`src/hw/rtl/stfg_pkg.sv`:
```
`default_nettype none

package stfg_pkg;

  localparam int unsigned MaxFrameLen = 1000;
  localparam int unsigned PayloadLen  = 250;

  localparam int unsigned PosW   = 10;  // byte position and frame length
  localparam int unsigned PreW   = 8;
  localparam int unsigned SyncW  = 32;
  localparam int unsigned LenW   = 8;
  localparam int unsigned ScrW   = 17;
  localparam int unsigned IdxW   = 3;
  localparam int unsigned DataW  = 32;
  localparam int unsigned PartW  = 3;

  localparam logic [7:0] PreambleByte = 8'h55;

  // register indexes
  localparam logic [IdxW-1:0] RegPreambleLen = 3'd0;
  localparam logic [IdxW-1:0] RegSyncPattern = 3'd1;
  localparam logic [IdxW-1:0] RegLengthField = 3'd2;
  localparam logic [IdxW-1:0] RegFrameLen    = 3'd3;

  // reset values
  localparam logic [PreW-1:0]  PreambleLenRst = 8'd50;
  localparam logic [SyncW-1:0] SyncPatternRst = 32'hDE51_0B93;
  localparam logic [LenW-1:0]  LengthFieldRst = 8'd200;
  localparam logic [PosW-1:0]  FrameLenRst    = PosW'(MaxFrameLen);

  // frame part codes
  localparam logic [PartW-1:0] PartPreamble = 3'd0;
  localparam logic [PartW-1:0] PartSync     = 3'd1;
  localparam logic [PartW-1:0] PartLength   = 3'd2;
  localparam logic [PartW-1:0] PartPayload  = 3'd3;
  localparam logic [PartW-1:0] PartPadding  = 3'd4;

  typedef struct packed {
    logic [PreW-1:0]  pre_count;
    logic [SyncW-1:0] sync_pattern;
    logic [LenW-1:0]  length_field;
    logic [PosW-1:0]  frame_len;
  } cfg_t;

  typedef struct packed {
    logic [ScrW-1:0] state;
    logic [7:0]      data;
  } scr_res_t;

  // eight scrambler steps, MSB first; bit 4 takes the feedback before the shift
  function automatic scr_res_t scramble_byte(input logic [ScrW-1:0] state_in,
                                             input logic [7:0] data_in);
    logic [ScrW-1:0] s;
    logic [7:0]      r;
    logic            t;
    s = state_in;
    r = '0;
    for (int j = 7; j >= 0; j--) begin
      t    = s[ScrW-1];
      s[4] = s[4] ^ t;
      s    = {s[ScrW-2:0], data_in[j] ^ t};
      r[j] = t;
    end
    return '{state: s, data: r};
  endfunction

endpackage

`default_nettype wire

```
`src/hw/rtl/scrambled_test_frame_generator.sv`:
```
// Scrambled test frame generator.
// Each transfer on the tick channel (in_valid_i, in_stall_o, restart_i) yields
// one frame byte on the output channel (out_valid_o, out_stall_i, tx_byte_o,
// frame_part_o, last_of_frame_o). restart_i = 1 drops the current frame and
// the result is byte zero of a new one.
// Frame: preamble of 0x55, sync word LSB first, length byte, 250 counting
// payload bytes, zero padding; scrambled from the sync word on.
// Configuration goes through cfg_valid_i / cfg_index_i / cfg_data_i; ready is
// always high. Write only while the block is idle.
// Pipeline: a tick register, then the combinational byte select and
// eight-step scrambler network, then the result register. A taken tick is
// held in the tick register, then loaded into the result register; one item
// per cycle sustained while out_stall_i stays low.
// While out_stall_i holds, the result register keeps its byte; one more tick
// is held in the tick register, then in_stall_o rises.
// Reset clears the position, scrambler and both pipeline valid flags and
// loads the configuration defaults.
`default_nettype none

module scrambled_test_frame_generator
  import stfg_pkg::*;
(
  input  wire logic             clk_i,
  input  wire logic             rst_ni,
  input  wire logic             in_valid_i,
  output logic                  in_stall_o,
  input  wire logic             restart_i,
  output logic                  out_valid_o,
  input  wire logic             out_stall_i,
  output logic [7:0]            tx_byte_o,
  output logic [PartW-1:0]      frame_part_o,
  output logic                  last_of_frame_o,
  input  wire logic             cfg_valid_i,
  output logic                  cfg_ready_o,
  input  wire logic [IdxW-1:0]  cfg_index_i,
  input  wire logic [DataW-1:0] cfg_data_i
);

  cfg_t             cfg;
  logic             tick_valid_q, tick_valid_d;
  logic             restart_q;
  logic             out_valid_q, out_valid_d;
  logic [7:0]       tx_byte_q;
  logic [PartW-1:0] frame_part_q;
  logic             last_q;
  logic             out_free, advance, in_take;
  logic [7:0]       core_byte;
  logic [PartW-1:0] core_part;
  logic             core_last;

  assign cfg_ready_o = 1'b1;

  stfg_cfg_regs u_cfg (
    .clk_i      (clk_i),
    .rst_ni     (rst_ni),
    .wr_en_i    (cfg_valid_i),
    .wr_index_i (cfg_index_i),
    .wr_data_i  (cfg_data_i),
    .cfg_o      (cfg)
  );

  assign out_free   = !out_valid_q || !out_stall_i;
  assign advance    = tick_valid_q && out_free;
  assign in_stall_o = tick_valid_q && !out_free;
  assign in_take    = in_valid_i && !in_stall_o;

  stfg_frame_core u_core (
    .clk_i        (clk_i),
    .rst_ni       (rst_ni),
    .cfg_i        (cfg),
    .step_i       (advance),
    .restart_i    (restart_q),
    .tx_byte_o    (core_byte),
    .frame_part_o (core_part),
    .last_o       (core_last)
  );

  always_comb begin
    tick_valid_d = tick_valid_q;
    if (in_take) begin
      tick_valid_d = 1'b1;
    end else if (advance) begin
      tick_valid_d = 1'b0;
    end
    out_valid_d = out_valid_q;
    if (advance) begin
      out_valid_d = 1'b1;
    end else if (out_valid_q && !out_stall_i) begin
      out_valid_d = 1'b0;
    end
  end

  always_ff @(posedge clk_i or negedge rst_ni) begin
    if (!rst_ni) begin
      tick_valid_q <= 1'b0;
      out_valid_q  <= 1'b0;
    end else begin
      tick_valid_q <= tick_valid_d;
      out_valid_q  <= out_valid_d;
    end
  end

  always_ff @(posedge clk_i) begin
    if (in_take) begin
      restart_q <= restart_i;
    end
    if (advance) begin
      tx_byte_q    <= core_byte;
      frame_part_q <= core_part;
      last_q       <= core_last;
    end
  end

  assign out_valid_o     = out_valid_q;
  assign tx_byte_o       = tx_byte_q;
  assign frame_part_o    = frame_part_q;
  assign last_of_frame_o = last_q;

endmodule

`default_nettype wire

```
`src/hw/rtl/stfg_cfg_regs.sv`:
```
`default_nettype none

module stfg_cfg_regs
  import stfg_pkg::*;
(
  input  wire logic             clk_i,
  input  wire logic             rst_ni,
  input  wire logic             wr_en_i,
  input  wire logic [IdxW-1:0]  wr_index_i,
  input  wire logic [DataW-1:0] wr_data_i,
  output cfg_t                  cfg_o
);

  cfg_t            cfg_q, cfg_d;
  logic [PosW-1:0] flen_raw;
  logic [PosW-1:0] flen_sat;

  always_comb begin
    flen_raw = wr_data_i[PosW-1:0];
    if (flen_raw > PosW'(MaxFrameLen)) begin
      flen_sat = PosW'(MaxFrameLen);
    end else if (flen_raw == '0) begin
      flen_sat = PosW'(1);
    end else begin
      flen_sat = flen_raw;
    end
  end

  always_comb begin
    cfg_d = cfg_q;
    if (wr_en_i) begin
      case (wr_index_i)
        RegPreambleLen: cfg_d.pre_count    = wr_data_i[PreW-1:0];
        RegSyncPattern: cfg_d.sync_pattern = wr_data_i[SyncW-1:0];
        RegLengthField: cfg_d.length_field = wr_data_i[LenW-1:0];
        RegFrameLen:    cfg_d.frame_len    = flen_sat;
        default:        ;
      endcase
    end
  end

  always_ff @(posedge clk_i or negedge rst_ni) begin
    if (!rst_ni) begin
      cfg_q <= '{pre_count: PreambleLenRst, sync_pattern: SyncPatternRst,
                 length_field: LengthFieldRst, frame_len: FrameLenRst};
    end else begin
      cfg_q <= cfg_d;
    end
  end

  assign cfg_o = cfg_q;

endmodule

`default_nettype wire

```
`src/hw/rtl/stfg_frame_core.sv`:
```
`default_nettype none

module stfg_frame_core
  import stfg_pkg::*;
(
  input  wire logic              clk_i,
  input  wire logic              rst_ni,
  input  wire cfg_t              cfg_i,
  input  wire logic              step_i,
  input  wire logic              restart_i,
  output logic [7:0]             tx_byte_o,
  output logic [PartW-1:0]       frame_part_o,
  output logic                   last_o
);

  logic [PosW-1:0] pos_q, pos_d, pos_cur;
  logic [ScrW-1:0] scr_q, scr_d, scr_cur;
  logic [PosW:0]   offset;
  logic [7:0]      raw;
  logic            in_preamble;
  scr_res_t        scr_res;

  assign pos_cur = restart_i ? '0 : pos_q;
  assign scr_cur = restart_i ? '0 : scr_q;

  assign in_preamble = {1'b0, pos_cur} < (PosW+1)'(cfg_i.pre_count);
  assign offset      = {1'b0, pos_cur} - (PosW+1)'(cfg_i.pre_count);

  always_comb begin
    if (in_preamble) begin
      raw          = PreambleByte;
      frame_part_o = PartPreamble;
    end else if (offset < (PosW+1)'(4)) begin
      raw          = cfg_i.sync_pattern[{offset[1:0], 3'b000} +: 8];
      frame_part_o = PartSync;
    end else if (offset == (PosW+1)'(4)) begin
      raw          = cfg_i.length_field;
      frame_part_o = PartLength;
    end else if (offset < (PosW+1)'(5 + PayloadLen)) begin
      raw          = 8'(offset - (PosW+1)'(5));
      frame_part_o = PartPayload;
    end else begin
      raw          = '0;
      frame_part_o = PartPadding;
    end
  end

  assign scr_res   = scramble_byte(scr_cur, raw);
  assign tx_byte_o = in_preamble ? raw : scr_res.data;
  assign last_o    = ({1'b0, pos_cur} + (PosW+1)'(1)) >= {1'b0, cfg_i.frame_len};

  always_comb begin
    pos_d = pos_q;
    scr_d = scr_q;
    if (step_i) begin
      if (last_o) begin
        pos_d = '0;
        scr_d = '0;
      end else begin
        pos_d = pos_cur + PosW'(1);
        scr_d = in_preamble ? scr_cur : scr_res.state;
      end
    end
  end

  always_ff @(posedge clk_i or negedge rst_ni) begin
    if (!rst_ni) begin
      pos_q <= '0;
      scr_q <= '0;
    end else begin
      pos_q <= pos_d;
      scr_q <= scr_d;
    end
  end

endmodule

`default_nettype wire

```
`config.mk`:
```
export PLATFORM = sky130hd
export DESIGN_NAME = scrambled_test_frame_generator
export DESIGN_NICKNAME = d
export VERILOG_FILES = /design/src/hw/rtl/stfg_pkg.sv /design/src/hw/rtl/scrambled_test_frame_generator.sv /design/src/hw/rtl/stfg_cfg_regs.sv /design/src/hw/rtl/stfg_frame_core.sv
export SDC_FILE = /design/constraint.sdc
export NUM_CORES = 1
export LEC_CHECK = 0
export ABC_AREA = 1
export CORE_MARGIN = 4
export CORE_UTILIZATION = 50
export DETAILED_ROUTE_END_ITERATION = 7
export DONT_BUFFER_PORTS = 1
export REMOVE_ABC_BUFFERS = 1
export SKIP_CTS_REPAIR_TIMING = 1
export SLEW_MARGIN = 10
export SYNTH_ARGS = -nofsm -noshare
export SYNTH_HDL_FRONTEND = slang
export SYNTH_HIERARCHICAL = 1
export SYNTH_SLANG_ARGS = --single-unit
```
`constraint.sdc`:
```
create_clock -name clk_i -period 4.9 [get_ports clk_i]
set_input_delay 0.98 -clock clk_i [delete_from_list [all_inputs] [get_ports clk_i]]
set_output_delay 0.98 -clock clk_i [all_outputs]
set_load 0.02 [all_outputs]
```
### After elaboration in Yosys (flattened, before gate mapping)

Index checks and enable logic that the tools add are counted.
Widths: inputs -> output; s select.

* add/sub/neg operators: 4
* order comparisons: 5
* eq/ne operators: 4
* shift operators: 1
* muxes and demuxes: 19
* bitwise operators: 16
* reduce and logical (&&, ||, !) cells: 19

Operators with widths (number)
* $mux 17: 3
* $mux 10: 4
* $mux 8: 5
* $shiftx 32x6->8: 1
* $xor 1x1->1: 16
* $add 10x1->11 const B: 1
* $eq 11x3->1 const B: 1
* $ge 11x10->1: 1
* $lt 11x3->1 const B: 1
* $lt 11x8->1 const B: 1
* $sub 10x8->11: 1
* $add 10x1->10 const B: 1
* $gt 10x10->1 const B: 1
* $logic_not 10->1: 1
* $lt 10x8->1: 1
* $reduce_and 2->1: 4
* $sub 8x3->8 const B: 1
* $eq 3x2->1 const B: 2
* $mux 1: 5
* $logic_and 1x1->1: 4
* $logic_not 1->1: 4
* $reduce_bool 2->1: 2
* $eq 3x1->1 const B: 1
* $logic_not 3->1: 1
* other kinds (5): 5

* flip-flop bits (word level): 100
* bits of input ports: 41
* output and inout port bits: 15
* word-level logic and storage cells: 82

### Longest topological paths before layout

Gate-level depths: netlist of the first run.

* depth in word-level cells: 11
* depth in mapped cells: 25
* depth with buffers taken out: 23

### Hierarchy

The synthesis of the first run kept the hierarchy.

Modules (own cells, without submodules)
* stfg_frame_core: instances 1, cells each 554, area an instance 3308.2 µm², seq. area each 675.6 µm²
* stfg_cfg_regs: instances 1, cells each 245, area an instance 2538.7 µm², seq. area each 1486.4 µm²
* scrambled_test_frame_generator: instances 1, cells each 27, area an instance 496.7 µm², seq. area each 440.4 µm²

### Worst setup path after synthesis of the first run

OpenSTA, ideal clock, no wires.

* path kind: register to register
* start point: register restart_q
* end point: register u_core.scr_q[0]
* library setup time: 0.116 ns
* data arrival time: 3.451 ns
* data required time: 4.784 ns
* path slack: 1.333 ns
* stages on the path, launching flop included: 21
* buffers on the path: 4
* period minus slack after synthesis: 3.567 ns
* cell sequence: edfxtp_1 -> buf_4 -> clkbuf_1 -> clkbuf_1 -> nor2_1 -> inv_1 -> ha_1 -> inv_1 -> fa_1 -> inv_1 -> clkbuf_1 -> ha_1 -> nand3_1 -> nor3_4 -> nand3_1 -> nand3_1 -> nand2_1 -> nand2_1 -> nand3_1 -> nand2_1 -> nand2_1

* cells in the longest elaborated chain, start to end: 10
* elaborated cells on any way between the ends: 18
* classes of those cells: add/sub (3); order compare (4); eq/ne (1); shift (1); mux (8); bitwise (1)

RTL lines
* start: declaration: RTL line scrambled_test_frame_generator.sv:41 `logic restart_q;`
* start signal: assignment: RTL line scrambled_test_frame_generator.sv:105 `restart_q <= restart_i;`
* $mux 10: RTL line stfg_frame_core.sv:23 `assign pos_cur = restart_i ? '0 : pos_q;`
* $sub 10x8->11: RTL line stfg_frame_core.sv:27 `assign offset = {1'b0, pos_cur} - (PosW+1)'(cfg_i.pre_count);`
* $lt 11x8->1 / $sub 8x3->8 (equally long branches): RTL line stfg_frame_core.sv:39, stfg_frame_core.sv:40
* $mux 8: RTL line stfg_frame_core.sv:39 `end else if (offset < (PosW+1)'(5 + PayloadLen)) begin`
* $mux 8: RTL line stfg_frame_core.sv:36 `end else if (offset == (PosW+1)'(4)) begin`
* $mux 8: RTL line stfg_frame_core.sv:33 `end else if (offset < (PosW+1)'(4)) begin`
* $mux 8: RTL line stfg_frame_core.sv:30 `if (in_preamble) begin`
* $xor 1x1->1: RTL line stfg_pkg.sv:61 `s = {s[ScrW-2:0], data_in[j] ^ t};`
* $mux 17: RTL line stfg_frame_core.sv:61 `scr_d = in_preamble ? scr_cur : scr_res.state;`
* $mux 17 *: RTL line stfg_frame_core.sv:56 `if (last_o) begin`
* end signal: assignment: RTL line stfg_frame_core.sv:72 `scr_q <= scr_d;`
* end: declaration: RTL line stfg_frame_core.sv:17 `logic [ScrW-1:0] scr_q, scr_d, scr_cur;`

Mark *: on every way between the ends. The rest lies on a longest branch, timed or not.
A chain may end at the register's enable or synchronous reset.

### Worst setup path in the final report of the first run

* start point: register restart_q
* end point: register u_core.scr_q[7]

* cells in the longest elaborated chain, start to end: 11
* elaborated cells on any way between the ends: 19
* classes of those cells: add/sub (3); order compare (4); eq/ne (1); shift (1); mux (8); bitwise (2)

RTL lines
* $mux 10: RTL line stfg_frame_core.sv:23
* $sub 10x8->11: RTL line stfg_frame_core.sv:27
* $lt 11x8->1 / $sub 8x3->8 (equally long branches): RTL line stfg_frame_core.sv:39, stfg_frame_core.sv:40
* $mux 8: RTL line stfg_frame_core.sv:39
* $mux 8: RTL line stfg_frame_core.sv:36
* $mux 8: RTL line stfg_frame_core.sv:33
* $mux 8: RTL line stfg_frame_core.sv:30
* $xor 1x1->1: RTL line stfg_pkg.sv:61
* $xor 1x1->1: RTL line stfg_pkg.sv:60 `s[4] = s[4] ^ t;`
* $mux 17: RTL line stfg_frame_core.sv:61
* $mux 17 *: RTL line stfg_frame_core.sv:56

Marks and branches as above.

==> flow_summary.yaml, run 1 <==
finish:
  final_util_pct: 54.9
  layout-drive-gt1-share_pct: 13.6
  diodes: 0
  syn2layout_area_growth_pct: 5.68
  n_fill_cell: 1208
  finalNetCount: 879
timing:
  rsz0062_at_grt: "false"
  layout_setup_ws_ns: 1.06
  slew_headroom_pct: 43.1
  setup_viol: 0
  worstMarginPinSlew_ns: 0.853
  slew_viol_final: 0
  fin_crit_sh_pct: 78.4
  fin_crit_ns: 3.84
  tns_ns: 0
  fmax_mhz: 260
  hold_viol_final: 0
  fin_skew_ns: 0.00659
global_routing:
  grt_max_degree: 88
  grt_usage_pct: 22.2
  grt_overflow: 0
  antenna_found_initial: 1
  grt_pass1_wl_um: 25500
  grt_pass1_vias: 5025
clock_network:
  clock-sinks: 100
  cts_tree: "done"
  htree_levels: 3
  cts_buffers: 9
  cts-root-buf: "clkbuf_16"
  clk_path_buf_depth: 2
  clock_latency_ns: 0.35
  clk_pin_slew_worst_paths_ns: 0.07
route:
  dr.first_iter.drc_count: 406
  ant_nets: 0
  wl_met2_um: 6840
  dr.pass1.iters: 7
  routed-wl-met3_um: 885
  wirelength_um: 15200
  drt-met1-wl_um: 7270
  vias: 5304
  route.detailed.vias_per_inst: 5.36
  maxUsedRoutingLayer: "met4"
  drc: 0
  avgRoutedWirePerCell_um: 15.4
critical_path:
  cp-endpoint: "u_core/scr_q[7]$_DFFE_PN0P_"
  cp_common_cell: "nand2_1"
  worstPathArrival_ns: 4.09
  crit_buf_inv: 3
  slowest_delay_ns: 0.56
  reg2regPathDepth: 16
  reg2reg_setup_slack_ns: 1.06
  crit_start: "restart_q$_DFFE_PP_"
  critPathRequiredTime_ns: 5.15
  end_kind: "register"
  startpoint_type: "register"
  crit_cells: 16
  slowest_stage: "fa_1"
  path_cells: "nor2_1 -> inv_1 -> ha_1 -> inv_1 -> fa_1 -> inv_1 -> ha_1 -> nand3_1 -> nor3_4 -> nand3_1 -> nand2_1 -> nand2_1 -> nand2_1 -> nand3_1 -> nand2_1 -> nand2_1"
  path_class: "reg -> reg"
  path_max_fanout: 16
  r2r_start: "restart_q$_DFFE_PP_"
  timing.rr.end: "u_core/scr_q[7]$_DFFE_PN0P_"
  crit_family: "simple AND/OR/NAND/NOR gates"
yosys:
  synth_ff_type: "dfrtp_1"
  synth-async-reset-ratio_pct: 87.0
  yosysTopAreaCell: "dfrtp_1"
  yosys_warnings: 6
  synth_cell_types: 43
  yosys-top-cells-count: "nand2_1 (227), inv_1 (133), nor2_1 (69)"
  synth_area_leaders: "dfrtp_1 (23%), nand2_1 (13%), dfstp_2 (12%)"
  synth_top_area_share_pct: 23.3
  synth_cells: 826
  syn-cell-area_um2: 6340
  synth_edf_count: 13
  yosys_register_bits: 100
  synth_most_common_cell: "nand2_1"
  synth_area_per_cell_um2: 7.68
  ys_seq_area_share_pct: 41.0
floorplanning:
  num_rows: 40
  core_area_um2: 12200
  ioPinCount: 56
  die_x_um: 121
  initial_utilization_pct: 51.9
  die_area_um2: 14600
  die_h_um: 121
placement:
  hpwlAfterDp_um: 11200
  dp_slack_ns: 1.11
  gp_congestion: 0.965
  port_buffers: 0
worst_hold_path:
  hp-class: "in -> async"
power:
  fin_total_pwr_mw: 2.76
  power.leakage_nw: 3.25
  max-vdd-ir-drop_mv: 0.222
  powerDensity_nw_per_um2: 412
status:
  status: "complete, no violations"
run:
  maxCapViolations: 0
[logic make-up (layout without fill, tap and decap cells)]
group / after synthesis / after routing / share of synthesized area [%]
AOI/OAI and AO/OA: 136 / 136 / 14.1
xor gates and xnor gates: 11 / 11 / 1.52
adders and majority gates: 22 / 22 / 4.46
buffers and inverters: 160 / 155 / 10.8
DFF: 100 / 100 / 41.0
other: 1 / 1 / 0.0591
and+or+nand+nor: 396 / 396 / 28.1
[worst min path at each step]
stage / start / slack, ns / to / depth (start not counted)
3_3_place_gp: u_cfg/cfg_o[3]$_DFFE_PN1P_ / 0.46 / u_cfg/cfg_o[3]$_DFFE_PN1P_ / 2
2_1_floorplan: u_cfg/cfg_o[3]$_DFFE_PN1P_ / 0.45 / u_cfg/cfg_o[3]$_DFFE_PN1P_ / 2
3_5_place_dp: u_cfg/cfg_o[3]$_DFFE_PN1P_ / 0.46 / u_cfg/cfg_o[3]$_DFFE_PN1P_ / 2
5_1_grt: rst_ni / 0.30 / u_cfg/cfg_o[2]$_DFFE_PN0P_ / 0
4_1_cts: rst_ni / 0.31 / u_cfg/cfg_o[37]$_DFFE_PN0P_ / 0
6_report: rst_ni / 0.32 / u_core/pos_q[3]$_DFFE_PN0P_ / 0
[report_power, final]
part | total [mW] | switching (mW) | internal, mW
Clock | 0.703 | 0.311 | 0.392
Sequential | 1.13 | 0.101 | 1.03
Combinational | 0.927 | 0.614 | 0.313
Total | 2.76 | 1.03 | 1.73
[cell type report]
cell class | count | area [um^2] | area share [%]
clock buffer | 14 | 275 | 4.11
tap | 168 | 210 | 3.14
clock inverter | 2 | 17.5 | 0.261
multi-input combinational | 566 | 3060 | 45.7
sequential | 100 | 2600 | 38.8
timing repair buffer | 4 | 30.0 | 0.448
inverter | 135 | 508 | 7.58
[cells in the final DEF, fill, tap and decap left out, types with 10 or more instances in the layout]
cell,n
nor2_1,69
clkbuf_16,10
ha_1,21
o22ai_1,21
o21ai_2,37
dfstp_2,28
nand3_1,61
nand2_1,227
dfrtp_1,59
a21oi_1,15
inv_1,133
edfxtp_1,13
o21ai_0,48
[per-layer routing]
layer	vias to the layer above	track usage [%]
li1	2629	-
met1	2487	31.0
met2	168	34.7
met3	20	4.26
met4	0	7.08
met5	-	0
[per-stage QoR]
| stage | hold WS, ns | area [um^2] | instances |
|---|---|---|---|
| floorplan | 0.448 | 6170 | 801 |
| global placement | 0.460 | 6410 | 973 |
| detailed placement | 0.461 | 6410 | 973 |
| CTS | 0.309 | 6700 | 989 |
| global route | 0.298 | 6700 | 989 |
| finish | 0.322 | 6700 | 989 |
[state kept, by name (all words and copies together), names as in the netlist]
signal	flops
u_cfg/cfg_o	58
u_core/scr_q	17
u_core/pos_q	10
tx_byte_o	8
frame_part_o	3
last_of_frame_o	1
out_valid_o	1
restart_q	1
tick_valid_q	1
Power figures use the tool's default switching activity.
==> inputs of run 2 (changes only) <==
--- a/config.mk
+++ b/config.mk
@@ -10,6 +10,7 @@
 export CORE_UTILIZATION = 50
 export DETAILED_ROUTE_END_ITERATION = 7
 export DONT_BUFFER_PORTS = 1
+export PLACE_DENSITY = 0.68
 export REMOVE_ABC_BUFFERS = 1
 export SKIP_CTS_REPAIR_TIMING = 1
 export SLEW_MARGIN = 10
==> constraint.sdc (replaced) <==
create_clock -name clk_i -period 3.3 [get_ports clk_i]
set_input_delay 0.66 -clock clk_i [delete_from_list [all_inputs] [get_ports clk_i]]
set_output_delay 0.66 -clock clk_i [all_outputs]
set_load 0.02 [all_outputs]
==> run 2 against run 1 <==
  * Largest cell class unchanged
  * Non-clock buffer count is 23 higher
  * Final cell count grew 2.4%
  * Global-route usage fell by 0.38 points
  * Die area did not move
  * Design area grew 5.5%
  * Utilization increased by 3.0 points
  * Sequential share of layout area fell by 2.0 points
  * Via count up 2.0%
  * Largest power group unchanged
==> flow_summary.yaml, run 2 (synthesis gave the netlist of run 1 again) <==
status:
  status: "complete, no violations"
clock_network:
  clk_path_buf_depth: 2
  htree_levels: 3
  cts-root-buf: "clkbuf_16"
  cts_buffers: 9
  cts_tree: "done"
  clk_pin_slew_worst_paths_ns: 0.07
  clock-sinks: 100
  clock_latency_ns: 0.35
timing:
  rsz0062_at_grt: "false"
  hold_viol_final: 0
  setup_viol: 0
  slew_headroom_pct: 44.0
  fin_crit_sh_pct: 94.1
  fmax_mhz: 322
  worstMarginPinSlew_ns: 0.841
  slew_viol_final: 0
  fin_skew_ns: 0.00971
  fin_crit_ns: 3.11
critical_path:
  critPathRequiredTime_ns: 3.54
  reg2reg_setup_slack_ns: 0.19
  r2r_start: "restart_q$_DFFE_PP_"
  end_kind: "register"
  worstPathArrival_ns: 3.34
  startpoint_type: "register"
  reg2regPathDepth: 18
  path_max_fanout: 8
  path_class: "reg -> reg"
  timing.rr.end: "u_core/scr_q[3]$_DFFE_PN0P_"
floorplanning:
  core_area_um2: 12200
  die_area_um2: 14600
  num_rows: 40
  ioPinCount: 56
  initial_utilization_pct: 51.9
  die_x_um: 121
  die_h_um: 121
finish:
  final_util_pct: 57.9
  syn2layout_area_growth_pct: 11.5
  final_common_cell: "nand2_1"
  final_cell_mix: "nand2_1 (226), inv_1 (132), nor2_1 (62)"
  n_fill_cell: 1141
  regArea_um2: 2600
  finalInstanceArea_um2: 7070
  layout-drive-gt1-share_pct: 18.5
  multi_input_area_um2: 3170
  finalNetCount: 902
  largest_reg_flops: 58
route:
  dr.pass1.iters: 5
  wirelength_um: 15900
  route.detailed.vias_per_inst: 5.34
  vias: 5412
  ant_nets: 0
  drc: 0
  dr.first_iter.drc_count: 497
  avgRoutedWirePerCell_um: 15.7
placement:
  hpwlAfterDp_um: 11300
  dpl_cell_area_um2: 6500
  gp_congestion: 0.957
  port_buffers: 0
power:
  max-vdd-ir-drop_mv: 0.290
  clkPwrFrac_pct: 26.1
  pwr-share-seq_pct: 38.7
  cell_internal_pwr_mw: 2.73
  combPwrFrac_pct: 35.2
  powerDensity_nw_per_um2: 612
  power.leakage_nw: 3.40
  switching_share_pct: 36.9
  switchingPower_mw: 1.60
global_routing:
  grt_usage_pct: 21.8
  antenna_found_initial: 1
  grt_pass1_vias: 5142
  grt_max_degree: 88
  grt_overflow: 0
  grt_pass1_wl_um: 25200
worst_hold_path:
  hp-class: "in -> async"
run:
  maxCapViolations: 0
==> run 2: changes by cell type in the layout (fill, tap and decap cells not counted), moves of 2 or more <==
| cell | before | now |
|---|---|---|
| nor2_4 | 3 | 7 |
| buf_6 | 0 | 5 |
| nand3_1 | 61 | 59 |
| ha_2 | 0 | 2 |
| clkbuf_8 | 1 | 3 |
| clkbuf_1 | 3 | 0 |
| ha_1 | 21 | 18 |
| nor2_2 | 0 | 3 |
| buf_4 | 4 | 18 |
| nor2_1 | 69 | 62 |
==> run 2: worst max path at each step <==
stage,from,cells past startpoint,endpoint
5_1_grt,restart_q$_DFFE_PP_,19,u_core/scr_q[6]$_DFFE_PN0P_
2_1_floorplan,restart_q$_DFFE_PP_,19,u_core/pos_q[1]$_DFFE_PN0P_
4_1_cts,restart_q$_DFFE_PP_,21,u_core/scr_q[3]$_DFFE_PN0P_
6_report,restart_q$_DFFE_PP_,18,u_core/scr_q[3]$_DFFE_PN0P_
3_3_place_gp,restart_q$_DFFE_PP_,21,u_core/scr_q[3]$_DFFE_PN0P_
3_5_place_dp,restart_q$_DFFE_PP_,21,u_core/scr_q[3]$_DFFE_PN0P_
==> run 2: power by group through the flow <==
stage	registers [mW]	logic [mW]	clock network (mW)
global route	1.71	1.71	1.21
floorplan	1.65	1.04	0
detailed placement	1.70	1.41	0
CTS	1.68	1.42	1.16
finish	1.68	1.52	1.13
global placement	1.69	1.38	0
==> run 2: metrics by stage <==
step | std cells | power (mW) | TNS [ns] | hold slack, ns | setup slack [ns]
after global placement | 985 | 3.07 | 0 | 0.370 | 0.0864
after CTS | 1001 | 4.26 | 0 | -0.0121 | 0.0145
after floorplan | 801 | 2.70 | -0.818 | 0.364 | -0.141
after global routing | 1013 | 4.63 | 0 | 0.144 | 0.000215
after detailed placement | 985 | 3.10 | 0 | 0.369 | 0.0587
final | 1013 | 4.33 | 0 | 0.162 | 0.194
==> run 2: worst max-delay path: stages, from the launching register on <==
cell and delay [ns]:
edfxtp_1 0.46, buf_12 0.18, buf_6 0.13, nor2_2 0.20
ha_1 0.26, nand2_1 0.13, nor2_1 0.21, nand2_1 0.14
nand4_1 0.12, nand3_1 0.17, nor3_4 0.29, buf_6 0.16
nand3_1 0.06, nand2_1 0.13, nand2_1 0.07, o21ai_1 0.10
nand2_1 0.07, nand2_1 0.06, nand2_1 0.06
==> run 2: area by class of cell <==
cell class / count / share of cell area, %
inverter: 135 / 7.23
clock inverter: 4 / 0.778
multi-input combinational: 566 / 44.8
tap: 168 / 2.97
antenna: 1 / 0.0354
sequential: 100 / 36.8
clock buffer: 12 / 3.77
timing repair buffer: 27 / 3.59
==> run 2: per-layer routing <==
metal  vias to the layer above  GRT usage (%)  share of wire [%]
li1                       2677              -                  -
met1                      2505           30.7                 45
met4                         0           9.56                2.6
met5                         -              0                  0
met2                       205           33.0                 46
met3                        25           3.65                6.6
